### src/rtl/core/jsu_pkg.sv
// shared types and constants for the json string unescape block
// no dependencies
package jsu_pkg;

    typedef enum logic [1:0] {
        MODE_WAIT = 2'd0,
        MODE_STR  = 2'd1,
        MODE_ESC  = 2'd2,
        MODE_HEX  = 2'd3
    } t_mode;

    localparam logic [1:0] KIND_DATA  = 2'd0;
    localparam logic [1:0] KIND_CLOSE = 2'd1;
    localparam logic [1:0] KIND_ERROR = 2'd2;

    localparam logic [2:0] ERR_NONE     = 3'd0;
    localparam logic [2:0] ERR_NO_OPEN  = 3'd1;
    localparam logic [2:0] ERR_ESC_END  = 3'd2;
    localparam logic [2:0] ERR_SHORT_U  = 3'd3;
    localparam logic [2:0] ERR_BAD_HEX  = 3'd4;
    localparam logic [2:0] ERR_UNK_ESC  = 3'd5;
    localparam logic [2:0] ERR_UNCLOSED = 3'd6;

    localparam logic [15:0] CP_ONE_LIMIT = 16'h0080;
    localparam logic [15:0] CP_TWO_LIMIT = 16'h0800;
    localparam logic [7:0]  LEAD_TWO     = 8'hC0;
    localparam logic [7:0]  LEAD_THREE   = 8'hE0;
    localparam logic [7:0]  CONT_BYTE    = 8'h80;
    localparam logic [7:0]  CONT_MASK    = 8'h3F;

    localparam int MAX_RESULTS = 3;

    typedef struct packed {
        logic [7:0] out_byte;
        logic [1:0] kind;
        logic [2:0] error_code;
        logic       run_end;
    } t_result;

    typedef struct packed {
        t_mode       mode;
        logic [1:0]  hex_count;
        logic [15:0] code_point;
    } t_state;

    typedef struct packed {
        t_state     state;
        logic [1:0] count;
        t_result    res2;
        t_result    res1;
        t_result    res0;
    } t_step;

endpackage

### src/rtl/core/jsu_decode.sv
// next state and result words for one input byte
// depends on jsu_pkg
module jsu_decode (
    input  jsu_pkg::t_state i_state,
    input  logic [7:0]      i_in_byte,
    input  logic            i_final_byte,
    output jsu_pkg::t_step  o_step
);
    import jsu_pkg::*;

    localparam t_state IDLE_STATE = '{mode: MODE_WAIT, hex_count: 2'd0, code_point: 16'd0};

    logic       w_hex_ok;
    logic [3:0] w_hex_val;
    logic       w_esc_ok;
    logic [7:0] w_esc_val;
    logic [15:0] w_cp;

    always_comb begin
        w_hex_ok  = 1'b1;
        w_hex_val = 4'd0;
        case (i_in_byte) inside
            ["0":"9"]: w_hex_val = 4'(i_in_byte - 8'h30);
            ["a":"f"]: w_hex_val = 4'(i_in_byte - 8'h57);
            ["A":"F"]: w_hex_val = 4'(i_in_byte - 8'h37);
            default:   w_hex_ok  = 1'b0;
        endcase
    end

    always_comb begin
        w_esc_ok  = 1'b1;
        w_esc_val = i_in_byte;
        case (i_in_byte)
            "\"":    w_esc_val = 8'h22;
            "\\":    w_esc_val = 8'h5C;
            "/":     w_esc_val = 8'h2F;
            "n":     w_esc_val = 8'h0A;
            "r":     w_esc_val = 8'h0D;
            "t":     w_esc_val = 8'h09;
            "b":     w_esc_val = 8'h08;
            "f":     w_esc_val = 8'h0C;
            default: w_esc_ok  = 1'b0;
        endcase
    end

    assign w_cp = {i_state.code_point[11:0], w_hex_val};

    always_comb begin
        o_step       = '0;
        o_step.state = i_state;
        case (i_state.mode)
            MODE_WAIT: begin
                if (i_in_byte != "\"") begin
                    o_step.count = 2'd1;
                    o_step.res0  = '{8'd0, KIND_ERROR, ERR_NO_OPEN, 1'b1};
                end else if (i_final_byte) begin
                    o_step.count = 2'd1;
                    o_step.res0  = '{8'd0, KIND_ERROR, ERR_UNCLOSED, 1'b1};
                end else begin
                    o_step.state.mode = MODE_STR;
                end
            end
            MODE_STR: begin
                if (i_in_byte == "\"") begin
                    o_step.count = 2'd1;
                    o_step.res0  = '{8'd0, KIND_CLOSE, ERR_NONE, 1'b1};
                    o_step.state = IDLE_STATE;
                end else if (i_in_byte == "\\") begin
                    if (i_final_byte) begin
                        o_step.count = 2'd1;
                        o_step.res0  = '{8'd0, KIND_ERROR, ERR_ESC_END, 1'b1};
                    end else begin
                        o_step.state.mode = MODE_ESC;
                    end
                end else if (i_final_byte) begin
                    o_step.count = 2'd1;
                    o_step.res0  = '{8'd0, KIND_ERROR, ERR_UNCLOSED, 1'b1};
                end else begin
                    o_step.count = 2'd1;
                    o_step.res0  = '{i_in_byte, KIND_DATA, ERR_NONE, 1'b1};
                end
            end
            MODE_ESC: begin
                if (w_esc_ok) begin
                    o_step.count = 2'd1;
                    if (i_final_byte) begin
                        o_step.res0 = '{8'd0, KIND_ERROR, ERR_UNCLOSED, 1'b1};
                    end else begin
                        o_step.res0       = '{w_esc_val, KIND_DATA, ERR_NONE, 1'b1};
                        o_step.state.mode = MODE_STR;
                    end
                end else if (i_in_byte == "u") begin
                    if (i_final_byte) begin
                        o_step.count = 2'd1;
                        o_step.res0  = '{8'd0, KIND_ERROR, ERR_SHORT_U, 1'b1};
                    end else begin
                        o_step.state = '{mode: MODE_HEX, hex_count: 2'd0, code_point: 16'd0};
                    end
                end else begin
                    o_step.count = 2'd1;
                    o_step.res0  = '{8'd0, KIND_ERROR, ERR_UNK_ESC, 1'b1};
                    o_step.state = IDLE_STATE;
                end
            end
            MODE_HEX: begin
                if (!w_hex_ok) begin
                    o_step.count = 2'd1;
                    o_step.res0  = '{8'd0, KIND_ERROR, ERR_BAD_HEX, 1'b1};
                    o_step.state = IDLE_STATE;
                end else if (i_state.hex_count != 2'd3) begin
                    if (i_final_byte) begin
                        o_step.count = 2'd1;
                        o_step.res0  = '{8'd0, KIND_ERROR, ERR_SHORT_U, 1'b1};
                    end else begin
                        o_step.state.code_point = w_cp;
                        o_step.state.hex_count  = i_state.hex_count + 2'd1;
                    end
                end else if (i_final_byte) begin
                    o_step.count = 2'd1;
                    o_step.res0  = '{8'd0, KIND_ERROR, ERR_UNCLOSED, 1'b1};
                end else begin
                    o_step.state = '{mode: MODE_STR, hex_count: 2'd0, code_point: 16'd0};
                    if (w_cp < CP_ONE_LIMIT) begin
                        o_step.count = 2'd1;
                        o_step.res0  = '{w_cp[7:0], KIND_DATA, ERR_NONE, 1'b1};
                    end else if (w_cp < CP_TWO_LIMIT) begin
                        o_step.count = 2'd2;
                        o_step.res0  = '{LEAD_TWO | {3'd0, w_cp[10:6]},
                                         KIND_DATA, ERR_NONE, 1'b0};
                        o_step.res1  = '{CONT_BYTE | ({2'd0, w_cp[5:0]} & CONT_MASK),
                                         KIND_DATA, ERR_NONE, 1'b1};
                    end else begin
                        o_step.count = 2'd3;
                        o_step.res0  = '{LEAD_THREE | {4'd0, w_cp[15:12]},
                                         KIND_DATA, ERR_NONE, 1'b0};
                        o_step.res1  = '{CONT_BYTE | ({2'd0, w_cp[11:6]} & CONT_MASK),
                                         KIND_DATA, ERR_NONE, 1'b0};
                        o_step.res2  = '{CONT_BYTE | ({2'd0, w_cp[5:0]} & CONT_MASK),
                                         KIND_DATA, ERR_NONE, 1'b1};
                    end
                end
            end
            default: o_step.state = IDLE_STATE;
        endcase
        if (i_final_byte || o_step.res0.kind == KIND_ERROR) begin
            o_step.state = IDLE_STATE;
        end
    end

endmodule

### src/rtl/core/json_string_unescape_top.sv
// json string unescape top level: state registers and result buffer
// depends on jsu_pkg and jsu_decode
// the first result word of a byte is registered and offered in the cycle after the byte is accepted
// throughput: one input byte per cycle while each byte yields at most one word and the output is not stalled;
// a \u escape yields up to three words, drained one per cycle from the result buffer while the output is not stalled
// the next byte is taken in the cycle the last buffered word leaves
// reset (synchronous, active low) clears mode, hex count, code point and the buffer
module json_string_unescape_top (
    input  logic       i_clk,
    input  logic       i_rst_n,
    input  logic       i_valid,
    output logic       o_stall,
    input  logic [7:0] i_in_byte,
    input  logic       i_final_byte,
    output logic       o_valid,
    input  logic       i_stall,
    output logic [7:0] o_out_byte,
    output logic [1:0] o_kind,
    output logic [2:0] o_error_code,
    output logic       o_run_end
);
    import jsu_pkg::*;

    t_state     r_state, n_state;
    t_result    r_res [MAX_RESULTS];
    t_result    n_res [MAX_RESULTS];
    logic [1:0] r_cnt, n_cnt;
    t_step      w_step;
    logic       w_in_take;
    logic       w_out_take;

    jsu_decode u_decode (
        .i_state      (r_state),
        .i_in_byte    (i_in_byte),
        .i_final_byte (i_final_byte),
        .o_step       (w_step)
    );

    assign o_valid    = (r_cnt != 2'd0);
    assign w_out_take = o_valid && !i_stall;
    assign o_stall    = !((r_cnt == 2'd0) || ((r_cnt == 2'd1) && w_out_take));
    assign w_in_take  = i_valid && !o_stall;

    assign o_out_byte   = r_res[0].out_byte;
    assign o_kind       = r_res[0].kind;
    assign o_error_code = r_res[0].error_code;
    assign o_run_end    = r_res[0].run_end;

    always_comb begin
        n_state = r_state;
        n_cnt   = r_cnt;
        n_res   = r_res;
        if (w_in_take) begin
            n_state  = w_step.state;
            n_cnt    = w_step.count;
            n_res[0] = w_step.res0;
            n_res[1] = w_step.res1;
            n_res[2] = w_step.res2;
        end else if (w_out_take) begin
            n_cnt    = r_cnt - 2'd1;
            n_res[0] = r_res[1];
            n_res[1] = r_res[2];
        end
    end

    always_ff @(posedge i_clk) begin
        if (!i_rst_n) begin
            r_state <= '{mode: MODE_WAIT, hex_count: 2'd0, code_point: 16'd0};
            r_cnt   <= 2'd0;
        end else begin
            r_state <= n_state;
            r_cnt   <= n_cnt;
        end
    end

    always_ff @(posedge i_clk) begin
        r_res <= n_res;
    end

    // last buffered word closes the run
    a_last_run_end: assert property (@(posedge i_clk) disable iff (!i_rst_n)
        (o_valid && r_cnt == 2'd1) |-> o_run_end)
        else $error("last buffered word lacks run_end");

    // close and error words stand alone
    a_single_ctrl: assert property (@(posedge i_clk) disable iff (!i_rst_n)
        (o_valid && o_kind != KIND_DATA) |-> (r_cnt == 2'd1 && o_out_byte == 8'd0))
        else $error("control word not alone or carries data");

    // draining without refill drops exactly one word
    a_drain: assert property (@(posedge i_clk) disable iff (!i_rst_n)
        (w_out_take && !w_in_take) |=> (r_cnt == $past(r_cnt) - 2'd1))
        else $error("buffer count wrong after drain");

    // error words always report a code
    a_err_code: assert property (@(posedge i_clk) disable iff (!i_rst_n)
        (o_valid && o_kind == KIND_ERROR) |-> (o_error_code != ERR_NONE))
        else $error("error word without code");

endmodule

### config.mk
export PLATFORM = sky130hd
export DESIGN_NAME = json_string_unescape_top
export DESIGN_NICKNAME = d
export VERILOG_FILES = /design/src/rtl/core/jsu_pkg.sv /design/src/rtl/core/jsu_decode.sv /design/src/rtl/core/json_string_unescape_top.sv
export SDC_FILE = /design/constraint.sdc
export NUM_CORES = 1
export LEC_CHECK = 0
export BUFFER_PORTS_ARGS = -buffer_cell sky130_fd_sc_hd__buf_2
export CORE_MARGIN = 5
export CORE_UTILIZATION = 25
export CTS_BUF_LIST = sky130_fd_sc_hd__clkbuf_4 sky130_fd_sc_hd__clkbuf_8
export DETAILED_ROUTE_END_ITERATION = 6
export GPL_TIMING_DRIVEN = 1
export PLACE_DENSITY = 0.48
export SYNTH_ARGS = -nofsm -noshare
export SYNTH_HDL_FRONTEND = slang
export SYNTH_SLANG_ARGS = --single-unit
### constraint.sdc
create_clock -name i_clk -period 4.4 [get_ports i_clk]
set_input_delay 0.66 -clock i_clk [delete_from_list [all_inputs] [get_ports i_clk]]
set_output_delay 0.66 -clock i_clk [all_outputs]
set_load 0.02 [all_outputs]
# Word level (Yosys, flattened, before mapping)
# Cells that the tools add are included.
[totals] wordCells=138 out_inout_bits=16 reg_bits=60 in_bits=13
[op_classes] bitwise_logic=2 order_cmp=8 n_reduce_logical=20 n_addsub=5 n_eq_ne=25 muxes=61
[ops] cell="$mux W14" count=16
[ops] cell="$mux W20" count=4
[ops] cell="$pmux W8 S8" count=1
[ops] cell="$eq A8 B7 Y1 const B" count=7
[ops] cell="$mux W28" count=2
[ops] cell="$pmux W14 S4" count=1
[ops] cell="$mux W18" count=3
[ops] cell="$pmux W18 S3" count=1
[ops] cell="$mux W22" count=2
[ops] cell="$mux W2" count=14
[ops] cell="$mux W26" count=1
[ops] cell="$mux W6" count=4
[ops] cell="$eq A8 B6 Y1 const B" count=2
[ops] cell="$ge A8 B7 Y1 const B" count=2
[ops] cell="$le A8 B7 Y1 const B" count=2
[ops] cell="$lt A16 B12 Y1 const B" count=1
[ops] cell="$lt A16 B8 Y1 const B" count=1
[ops] cell="$pmux W2 S4" count=2
[ops] cell="$mux W4" count=3
[ops] cell="$ne A4 B4 Y1 const B" count=3
[ops] cell="$ge A8 B6 Y1 const B" count=1
[ops] cell="$le A8 B6 Y1 const B" count=1
[ops] cell="$ne A8 B6 Y1 const B" count=1
[ops] cell="$reduce_or A8 Y1" count=1
[ops] cell="24 further kinds" count=45

# Longest topological paths before layout
# Gate-level depths: netlist of the first run.
[logic_depth] word_depth=16 depth_mapped=10 depth_no_buf=9

# Cells and area by module
# From an unflattened synthesis of the first run, not the netlist that was laid out.
[hier_totals] hier_cells=533 hier_area_um2=4408.0
[modules_own_cells] mod="json_string_unescape_top" seq_area_each_um2=1701.6 n_inst=1 cells_each=251 area_each_um2=2600.0
[modules_own_cells] mod="jsu_decode" seq_area_each_um2=0.0 n_inst=1 cells_each=282 area_each_um2=1808.0

# Worst setup path after synthesis of the first run
# No wires, ideal clock.
[synth_timing] path_kind="input -> register" from="input i_stall" to="register r_cnt[0]" setup_ps=130 cell_stages=4 path_buffers=0 slack_ps=1560 arrival_ps=2710 required_ps=4270 path_cell_list="o21ai_0 > nor2_1 > o21ai_0 > o31ai_1"
[synth_between] elab_chain_cells=6 elab_cells_between_ends=7 cone_classes="mux (1); reduce/logical (6)"
[synth_rtl] element="from (decl)" line_no="json_string_unescape_top.sv:16" rtl="input logic i_stall,"
[synth_rtl] element="$logic_not A1 Y1 (*)" line_no="json_string_unescape_top.sv:40" rtl="assign w_out_take = o_valid && !i_stall;"
[synth_rtl] element="$logic_and A1 B1 Y1 (*)" line_no="json_string_unescape_top.sv:40"
[synth_rtl] element="$logic_and A1 B1 Y1" line_no="json_string_unescape_top.sv:41" rtl="assign o_stall = !((r_cnt == 2'd0) || ((r_cnt == 2'd1) && w_out_take));"
[synth_rtl] element="$logic_or A1 B1 Y1" line_no="json_string_unescape_top.sv:41"
[synth_rtl] element="$logic_and A1 B1 Y1" line_no="json_string_unescape_top.sv:42" rtl="assign w_in_take = i_valid && !o_stall;"
[synth_rtl] element="$mux W2 or $reduce_bool A2 Y1 (tied branches)"
[synth_rtl] element="to (signal assigned)" line_no="json_string_unescape_top.sv:72" rtl="r_cnt <= n_cnt;"
[synth_rtl] element="to (decl)" line_no="json_string_unescape_top.sv:27" rtl="logic [1:0] r_cnt, n_cnt;"
# Every way passes the cells marked *; elsewhere a longest branch is shown, timed or not.
# A chain may end at the register's enable or synchronous reset.

# Worst setup path in the final report of the first run
[layout_timing] from="input i_in_byte[0]" to="register r_state[3] in the netlist's numbering"
[layout_between] elab_chain_cells=15 elab_cells_between_ends=56 cone_classes="add/sub (3); order compare (7); eq/ne (15); mux (24); reduce/logical (7)"
[layout_rtl] element="from (decl)" line_no="json_string_unescape_top.sv:13" rtl="input logic [7:0] i_in_byte,"
[layout_rtl] element="$ge A8 B7 Y1 (no line) or $le A8 B7 Y1 (tied branches)"
[layout_rtl] element="$logic_and A1 B1 Y1 (no line)"
[layout_rtl] element="$mux W4 (3 in a row)" line_no="jsu_decode.sv:22" rtl="case (i_in_byte) inside"
[layout_rtl] element="$lt A16 B8 Y1" line_no="jsu_decode.sv:123" rtl="if (w_cp < CP_ONE_LIMIT) begin"
[layout_rtl] element="$mux W14" line_no="jsu_decode.sv:123"
[layout_rtl] element="$mux W14" line_no="jsu_decode.sv:118" rtl="end else if (i_final_byte) begin"
[layout_rtl] element="$mux W14" line_no="jsu_decode.sv:110" rtl="end else if (i_state.hex_count != 2'd3) begin"
[layout_rtl] element="$mux W14" line_no="jsu_decode.sv:106" rtl="if (!w_hex_ok) begin"
[layout_rtl] element="$pmux W14 S4" line_no="jsu_decode.sv:51" rtl="case (i_state.mode)"
[layout_rtl] element="$eq A2 B2 Y1" line_no="jsu_decode.sv:145" rtl="if (i_final_byte || o_step.res0.kind == KIND_ERROR) begin"
[layout_rtl] element="$logic_or A1 B1 Y1" line_no="jsu_decode.sv:145"
[layout_rtl] element="$ne A4 B4 Y1 (no line), or another cell as far along"
[layout_rtl] element="$reduce_and A6 Y1 (no line)"
[layout_rtl] element="to (signal assigned)" line_no="json_string_unescape_top.sv:68" rtl="r_state <= '{mode: MODE_WAIT, hex_count: 2'd0, code_point: 16'd0};"
[layout_rtl] element="to (signal assigned)" line_no="json_string_unescape_top.sv:71" rtl="r_state <= n_state;"
[layout_rtl] element="to (decl)" line_no="json_string_unescape_top.sv:24" rtl="t_state r_state, n_state;"
# Several ways; a longest one is shown, not always the timed one. The select of a mux whose other input is x is not followed.

==> results of run 1 <==
-- power by group through the flow --
stage | logic, mW | clock network [mW] | registers [mW]
6_report | 0.544 | 0.378 | 0.675
5_1_grt | 0.600 | 0.408 | 0.688
4_1_cts | 0.555 | 0.388 | 0.677
3_5_place_dp | 0.555 | 0 | 0.687
3_3_place_gp | 0.551 | 0 | 0.685
2_1_floorplan | 0.462 | 0 | 0.695
-- layout by cell type, fill, tap and decap left out, types with 6 or more instances in the layout --
cell type,instances
o21ai_0,16
dfxtp_1,18
edfxtp_1,29
o211ai_1,19
nand2_1,50
nor2_1,23
nand3_1,12
buf_2,28
mux2i_1,17
nor3_1,6
ha_1,12
inv_1,21
and3_1,8
a21oi_1,20
-- worst max path at each step --
stage | slack (ps) | from | cells past startpoint | end
floorplan | 1560 | i_stall | 4 | r_cnt[0]$_SDFFE_PN0P_
global placement | 1040 | i_in_byte[0] | 9 | o_run_end$_DFFE_PP_
detailed placement | 990 | i_in_byte[0] | 9 | r_state[17]$_SDFFE_PN0P_
CTS | 1290 | i_in_byte[0] | 9 | r_state[17]$_SDFFE_PN0P_
global route | 1030 | i_in_byte[0] | 9 | r_state[17]$_SDFFE_PN0P_
finish | 1270 | i_in_byte[0] | 9 | r_state[3]$_SDFFE_PN0P_
-- worst max-delay path, delay by kind of cell --
family / cells / cell delay (ps)
AOI/OAI and AO/OA: 4 / 1730
buffers and inverters: 2 / 290
muxes: 1 / 270
adders and majority gates: 1 / 250
and+or+nand+nor: 1 / 170
-- area by class of cell --
type | count | share of cell area (%)
Multi-Input combinational cell | 269 | 49.36
Sequential cell | 47 | 33.94
Clock buffer | 6 | 2.104
Timing Repair Buffer | 32 | 4.691
Inverter | 21 | 2.173
Clock inverter | 2 | 1.656
Tap cell | 176 | 6.071
-- logic make-up after synthesis --
group                    count (synthesis)  synth area share, %
buffers and inverters                   54                8.637
AO/OA/AOI/OAI                          104                22.46
adder cells (fa/ha/maj)                 12                4.545
multiplexers                            17                5.151
AND/OR/NAND/NOR                        133                21.14
XOR/XNOR                                 3               0.7956
flip-flops                              47                37.27
-- routing by layer --
| metal | share of wire (%) | up-vias |
|---|---|---|
| met4 | 2.1 | 0 |
| met1 | 45 | 1334 |
| li1 | - | 1377 |
| met5 | 0 | - |
| met2 | 46 | 99 |
| met3 | 7.2 | 14 |
-- sequential cells by signal, indices dropped and copies added (netlist names) --
register / cells
r_state: 16
r_res: 15
o_out_byte: 8
o_error_code: 3
o_kind: 2
r_cnt: 2
o_run_end: 1
==> impl_metrics.tcl, run 1 <==
set metrics [dict create \
    rows 42 \
    fin_crit_sh_pct 71.18 \
    crit_path_end_kind "register" \
    arrival_ps 3350 \
    synth_seq_cells 47 \
    hold_violations 0 \
    avgRoutedWirePerCell_microns 16.36 \
    clock_sinks 47 \
    grt_overflow 0 \
    dpl_cell_area_sq_mm 0.003491 \
    slew_headroom_pct 41.90 \
    gr-usage-met3_pct 2.729 \
    ys_types 70 \
    drtPass1Iterations 4 \
    cap_violations 0 \
    die_h_microns 124.9 \
    yosys.area.top_type "edfxtp_1" \
    drt.antenna.violating_nets 0 \
    clock_skew_ps 7.907 \
    finalCriticalPeriod_ps 3132 \
    synth_top_cells_by_area "edfxtp_1, dfxtp_1, nand2_1, mux2i_1, ha_1" \
    post_cts_buffers 0 \
    swShare_pct 33.84 \
    grt_pass1_wl_mm 14.86 \
    synth_most_common_cell "nand2_1" \
    vdd_drop_max_uv 147.2 \
    n_fill_cell 1397 \
    critPathSlowestCell "a31oi_4" \
    fin_area_sq_mm 0.003627 \
    ff2ff_setup_slack_ps 1820 \
    io_pins 29 \
    synth-main-ff-cell "edfxtp_1" \
    diodes 0 \
    syn_to_final_growth_pct 9.811 \
    numPortBuffers 28 \
    gp_congestion 0.8681 \
    grt_max_degree 26 \
    antenna_found_initial 0 \
    r2r_end "o_out_byte[3]$_DFFE_PP_" \
    numCtsBuffers 5 \
    slowest_delay_ps 590 \
    finalWirelength_mm 9.048 \
    clkSlewWorstSetupHoldPaths_ps 90 \
    cts_tree "built" \
    p_leak_nw 1.348 \
    clk_path_buf_depth 2 \
    powerDensity_mw_per_mm2 440.5 \
    grt_pass1_vias 2732 \
    syn-num-nets 395 \
    fmax_ghz 0.3193 \
    clkPwrFrac_pct 23.7 \
    insertion_delay_ps 300 \
    ys_async_sr_fraction_pct 0 \
    hold_start "r_state[16]$_SDFFE_PN0P_" \
    syn_area_sq_mm 0.003303 \
    drc 0 \
    root_buffer "clkbuf_8" \
    drive_gt1_share_pct 13.53 \
    synth_top_area_share_pct 26.36 \
    grtUsageTotal_pct 11.52 \
    drt_iter0_markers 313 \
    timing_worst_setup_path_type "input pin to register" \
    p_seq_share_pct 42.3 \
    synth_commonest_cells "nand2_1, edfxtp_1, nor2_1" \
    hold_path_end "r_state[16]$_SDFFE_PN0P_" \
    yosysWarnings 0 \
    hold_path_class "register to register" \
    register_area_sq_mm 0.001231 \
    final_util_pct 27.72 \
    layoutNonFillerInstCount 553 \
    dp_hpwl_mm 6.803 \
    totalPowerFinal_mw 1.598 \
    rsz0062_at_grt "false" \
    grt_use_met1_pct 15.54 \
    path_cells "buf_2 > inv_1 > ha_1 > nor4b_1 > o31a_1 > o31ai_1 > o211ai_1 > a31oi_4 > mux2i_1" \
    cp_max_fo 14 \
    ys_seq_area_share_pct 37.27 \
    multi_input_area_sq_mm 0.001790 \
    dp.cells 545 \
    p_int_mw 1.057 \
    met2_usage_pct 18.45 \
    final_nets 401 \
    place_ws_ps 991.0 \
    r2r_cells 9 \
    hold_path_depth 2 \
    synth_edf_count 29 \
    start_kind "input pin" \
    ctsHoldBuffers 0 \
    postSynthCellCount 370 \
    p_comb_share_pct 34.1 \
    core_sq_mm 0.01309 \
    die_area_sq_mm 0.01561 \
    initial_utilization_pct 25.24 \
    setup_viol 0 \
    worst_slew_pin_slew_ps 868.3 \
    slew_viol_final 0 \
    post_cts_resized 0 \
    crit_required_ps 4620 \
    htree_levels 2 \
    worst_slack_ps 1268 \
    setup_tns_ps 0 \
    die_x_microns 124.9 \
    hold_ws_ps 485.4 \
    avgSynthCellArea_sq_um 8.927 \
    outcome "complete, no violations" \
    dr_total_vias 2824 \
    vias_per_cell 5.107 \
    grt.busiest_layer "met2" \
    r2r_start "r_cnt[0]$_SDFFE_PN0P_" \
    p_sw_uw 540.7 \
]
No activity file was read; power rests on OpenSTA's default activity.
==> run 2: changes to the inputs <==
Clock period 4.4 ns to 3 ns, I/O delays scaled along.
==> impl_metrics.tcl, run 2 (synthesized netlist as in run 1, its figures left out) <==
set metrics [dict create \
    rows 42 \
    finalWirelength_mm 9.587 \
    hold_violations 0 \
    top_register "r_state" \
    drtPass1Iterations 5 \
    ff2ff_setup_slack_ps 530 \
    crit_path_end_kind "register" \
    final_cell_mix "nand2_1, edfxtp_1, buf_2" \
    final_util_pct 28.19 \
    swShare_pct 37.21 \
    slew_headroom_pct 51.36 \
    die_x_microns 124.9 \
    outcome "complete, no violations" \
    n_fill_cell 1385 \
    finalCriticalPeriod_ps 2654 \
    avgRoutedWirePerCell_microns 16.94 \
    grt_max_degree 26 \
    p_seq_share_pct 44.7 \
    powerDensity_mw_per_mm2 601.9 \
    drt_iter0_markers 222 \
    timing_worst_setup_path_type "input pin to register" \
    initial_utilization_pct 25.24 \
    p_int_mw 1.394 \
    grt_pass1_wl_mm 15.24 \
    antenna_found_initial 0 \
    drt.antenna.violating_nets 0 \
    worstSetupStartpoint "i_in_byte[0]" \
    arrival_ps 2700 \
    clk_path_buf_depth 2 \
    cp_max_fo 5 \
    place_ws_ps 50.76 \
    post_cts_buffers 0 \
    numPortBuffers 28 \
    register_area_sq_mm 0.001231 \
    totalPowerFinal_mw 2.220 \
    ctsHoldBuffers 0 \
    r2r_start "r_cnt[0]$_SDFFE_PN0P_" \
    insertion_delay_ps 310 \
    clkSlewWorstSetupHoldPaths_ps 90 \
    multi_input_area_sq_mm 0.001790 \
    worst_slack_ps 346.0 \
    cts_tree "built" \
    start_kind "input pin" \
    grt_pass1_vias 2745 \
    fmax_ghz 0.3768 \
    rsz0062_at_grt "false" \
    setup_viol 0 \
    die_area_sq_mm 0.01561 \
    setup_tns_ps 0 \
    die_h_microns 124.9 \
    drc 0 \
    diodes 0 \
    slew_viol_final 0 \
    layoutNonFillerInstCount 566 \
    core_sq_mm 0.01309 \
    dr_total_vias 2882 \
    p_sw_uw 826.2 \
    drive_gt1_share_pct 16.41 \
    numCtsBuffers 5 \
    htree_levels 2 \
    dp.cells 558 \
    vdd_drop_max_uv 190.9 \
    grtUsageTotal_pct 12.03 \
    io_pins 29 \
    crit_required_ps 3040 \
    hold_path_class "register to register" \
    final_common_cell "nand2_1" \
    fin_crit_sh_pct 88.47 \
    post_cts_resized 0 \
    hold_start "r_state[17]$_SDFFE_PN0P_" \
    largest_register_ffs 16 \
    clock_skew_ps 6.804 \
    vias_per_cell 5.092 \
    p_leak_nw 1.393 \
    clkPwrFrac_pct 17.8 \
    cap_violations 0 \
    worst_slew_pin_slew_ps 727.3 \
    clock_sinks 47 \
    syn_to_final_growth_pct 11.67 \
    final_nets 414 \
    dp_hpwl_mm 7.274 \
    root_buffer "clkbuf_8" \
    grt_overflow 0 \
    gp_congestion 0.8443 \
    p_comb_share_pct 37.5 \
]
==> run 2: final timing paths <==
path	end	cells past startpoint
min reg2reg	r_state[17]$_SDFFE_PN0P_	2
max	o_run_end$_DFFE_PP_	9
min	r_state[17]$_SDFFE_PN0P_	2
max reg2reg	o_out_byte[3]$_DFFE_PP_	8
==> run 2: through the flow <==
step | area, sq um | hold slack [ps]
after floorplan | 3303 | 438.5
after global placement | 3601 | 454.0
after detailed placement | 3601 | 460.2
after CTS | 3689 | 473.4
after global routing | 3689 | 496.8
final | 3689 | 477.0
==> run 2: area by class of cell <==
class / instances / area share [%]
Clock inverter: 3 / 0.5088
Timing Repair Buffer: 45 / 7.598
Tap cell: 176 / 5.970
Sequential cell: 47 / 33.38
Clock buffer: 5 / 1.866
Inverter: 21 / 2.137
Multi-Input combinational cell: 269 / 48.54
==> run 2: power groups by stage <==
| stage | Combinational [mW] | Clock [mW] | Sequential, mW |
|---|---|---|---|
| final | 0.833 | 0.396 | 0.992 |
| after CTS | 0.847 | 0.416 | 0.994 |
| after detailed placement | 0.843 | 0 | 1.01 |
| after global routing | 0.916 | 0.439 | 1.01 |
| after global placement | 0.838 | 0 | 1.01 |
| after floorplan | 0.678 | 0 | 1.02 |
==> run 2: worst max-delay path: stages <==
cell	delay (ps)
buf_2	130
buf_4	160
ha_1	220
and4b_4	200
o31a_1	340
o31ai_1	370
or4b_1	510
a31oi_1	220
o21ai_1	80
==> run 2: layer usage <==
| layer | share of wire (%) | vias to the layer above | track usage [%] |
|---|---|---|---|
| met5 | 0 | - | 0 |
| met4 | 0.88 | 0 | 2.232 |
| met3 | 6.3 | 10 | 3.241 |
| met2 | 47 | 91 | 19.34 |
| met1 | 46 | 1373 | 16.49 |
| li1 | - | 1408 | - |
==> run 3: changes to the inputs <==
--- a/config.mk
+++ b/config.mk
@@ -8,9 +8,9 @@
 export BUFFER_PORTS_ARGS = -buffer_cell sky130_fd_sc_hd__buf_2
 export CORE_MARGIN = 5
-export CORE_UTILIZATION = 25
+export CORE_UTILIZATION = 35
 export CTS_BUF_LIST = sky130_fd_sc_hd__clkbuf_4 sky130_fd_sc_hd__clkbuf_8
 export DETAILED_ROUTE_END_ITERATION = 6
 export GPL_TIMING_DRIVEN = 1
-export PLACE_DENSITY = 0.48
+export PLACE_DENSITY = 0.6
 export SYNTH_ARGS = -nofsm -noshare
 export SYNTH_HDL_FRONTEND = slang
==> constraint.sdc (replaced) <==
create_clock -name i_clk -period 3 [get_ports i_clk]
set_input_delay 0.45 -clock i_clk [delete_from_list [all_inputs] [get_ports i_clk]]
set_output_delay 0.45 -clock i_clk [all_outputs]
set_load 0.005 [all_outputs]
==> impl_metrics.tcl, run 3 (synthesized netlist as in run 1, its figures left out) <==
set metrics [dict create \
    outcome "complete, no violations" \
    drc 0 \
    grt_max_degree 26 \
    grtUsageTotal_pct 15.62 \
    die_h_microns 107.1 \
    fin_crit_sh_pct 88.87 \
    syn_to_final_growth_pct 9.848 \
    antenna_found_initial 0 \
    io_pins 29 \
    insertion_delay_ps 310 \
    clock_skew_ps 8.146 \
    crit_path_end_kind "register" \
    grt_use_met1_pct 22.17 \
    cp_max_fo 14 \
    worst_slack_ps 333.9 \
    drive_gt1_share_pct 16.20 \
    start_kind "input pin" \
    timing_worst_setup_path_type "input pin to register" \
    arrival_ps 2740 \
    clk_path_buf_depth 2 \
    fmax_ghz 0.3751 \
    htree_levels 2 \
    hold_path_class "register to register" \
    final_cell_mix "nand2_1, edfxtp_1, buf_2" \
    root_buffer "clkbuf_8" \
    clock_sinks 47 \
    rsz0062_at_grt "false" \
    drt.antenna.violating_nets 0 \
    grt_pass1_wl_mm 14.10 \
    p_comb_share_pct 33.7 \
    p_sw_uw 690.5 \
    clkPwrFrac_pct 18.9 \
    post_cts_buffers 0 \
    p_int_mw 1.397 \
    cap_violations 0 \
    final_common_cell "nand2_1" \
    met2_usage_pct 22.65 \
    slew_viol_final 0 \
    vias_per_cell 5.560 \
    rows 35 \
    drt_iter0_markers 295 \
    finalCriticalPeriod_ps 2666 \
    post_cts_resized 0 \
    cts_tree "built" \
    worst_slew_pin_slew_ps 722.5 \
    avgRoutedWirePerCell_microns 17.11 \
    finalWirelength_mm 8.861 \
    core_sq_mm 0.009240 \
    crit_required_ps 3070 \
    slew_headroom_pct 51.68 \
    vdd_drop_max_uv 306.3 \
    clkSlewWorstSetupHoldPaths_ps 90 \
    gr-usage-met3_pct 3.010 \
    p_leak_nw 1.385 \
    largest_register_ffs 16 \
    dr_total_vias 2880 \
    numPortBuffers 28 \
    powerDensity_mw_per_mm2 575.3 \
    swShare_pct 33.08 \
    grt_overflow 0 \
    final_nets 413 \
    diodes 0 \
    dp_hpwl_mm 6.633 \
    top_register "r_state" \
    setup_viol 0 \
    place_ws_ps 64.97 \
    initial_utilization_pct 35.75 \
    grt.busiest_layer "met2" \
    setup_tns_ps 0 \
    grt_pass1_vias 2651 \
    ctsHoldBuffers 0 \
    die_area_sq_mm 0.01148 \
    drtPass1Iterations 5 \
    die_x_microns 107.1 \
    numCtsBuffers 5 \
    p_seq_share_pct 47.4 \
    gp_congestion 0.9087 \
    hold_violations 0 \
    final_util_pct 39.27 \
]
## run 3: final timing paths
path / end / cells past startpoint / start / slack [ps]
worst max register to register: o_error_code[2]$_SDFFCE_PN0P_ / 7 / r_state[18]$_SDFFE_PN0P_ / 610
worst min register to register: r_state[17]$_SDFFE_PN0P_ / 2 / r_state[17]$_SDFFE_PN0P_ / 470
worst min-delay path: r_state[17]$_SDFFE_PN0P_ / 2 / r_state[17]$_SDFFE_PN0P_ / 470
worst max-delay path: o_error_code[2]$_SDFFCE_PN0P_ / 9 / i_in_byte[0] / 330
## run 3: final cells by class
class	count	area, sq um
well taps	129	161.4
fillers	921	5612
clock inverters	3	25.02
inverters	21	78.83
repair buffers	44	272.8
clock buffers	5	68.82
multi-input cells	269	1790
flip-flops and latches	47	1231
## run 3: power groups by stage
stage | registers, mW | clock network, mW | logic [mW]
2_1_floorplan | 1.01 | 0 | 0.552
3_3_place_gp | 1.00 | 0 | 0.697
3_5_place_dp | 1.01 | 0 | 0.713
4_1_cts | 0.991 | 0.407 | 0.714
5_1_grt | 1.01 | 0.436 | 0.775
6_report | 0.989 | 0.394 | 0.704
## run 3: metal layers
| layer | part of all wire [%] | routed length, microns |
|---|---|---|
| met5 | 0 | 0 |
| met4 | 3.0 | 266 |
| met3 | 6.4 | 563 |
| met2 | 44 | 3936 |
| met1 | 46 | 4095 |
## run 3: critical path: stages
cell and delay [ps]:
buf_2 160, inv_1 100, ha_1 210, nor4b_1 390, o31a_1 320, nor3_4 110, a31oi_2 640, nand4_1 170
and3_1 190
## run 3: per-stage QoR
step | hold WS, ps | cells | area [sq um] | total power, mW
2_1_floorplan | 438.5 | 370 | 3303 | 1.562
4_1_cts | 470.7 | 518 | 3628 | 2.113
6_report | 465.7 | 518 | 3628 | 2.088
5_1_grt | 510.2 | 518 | 3628 | 2.217
3_5_place_dp | 458.2 | 510 | 3535 | 1.720
3_3_place_gp | 450.7 | 510 | 3535 | 1.702
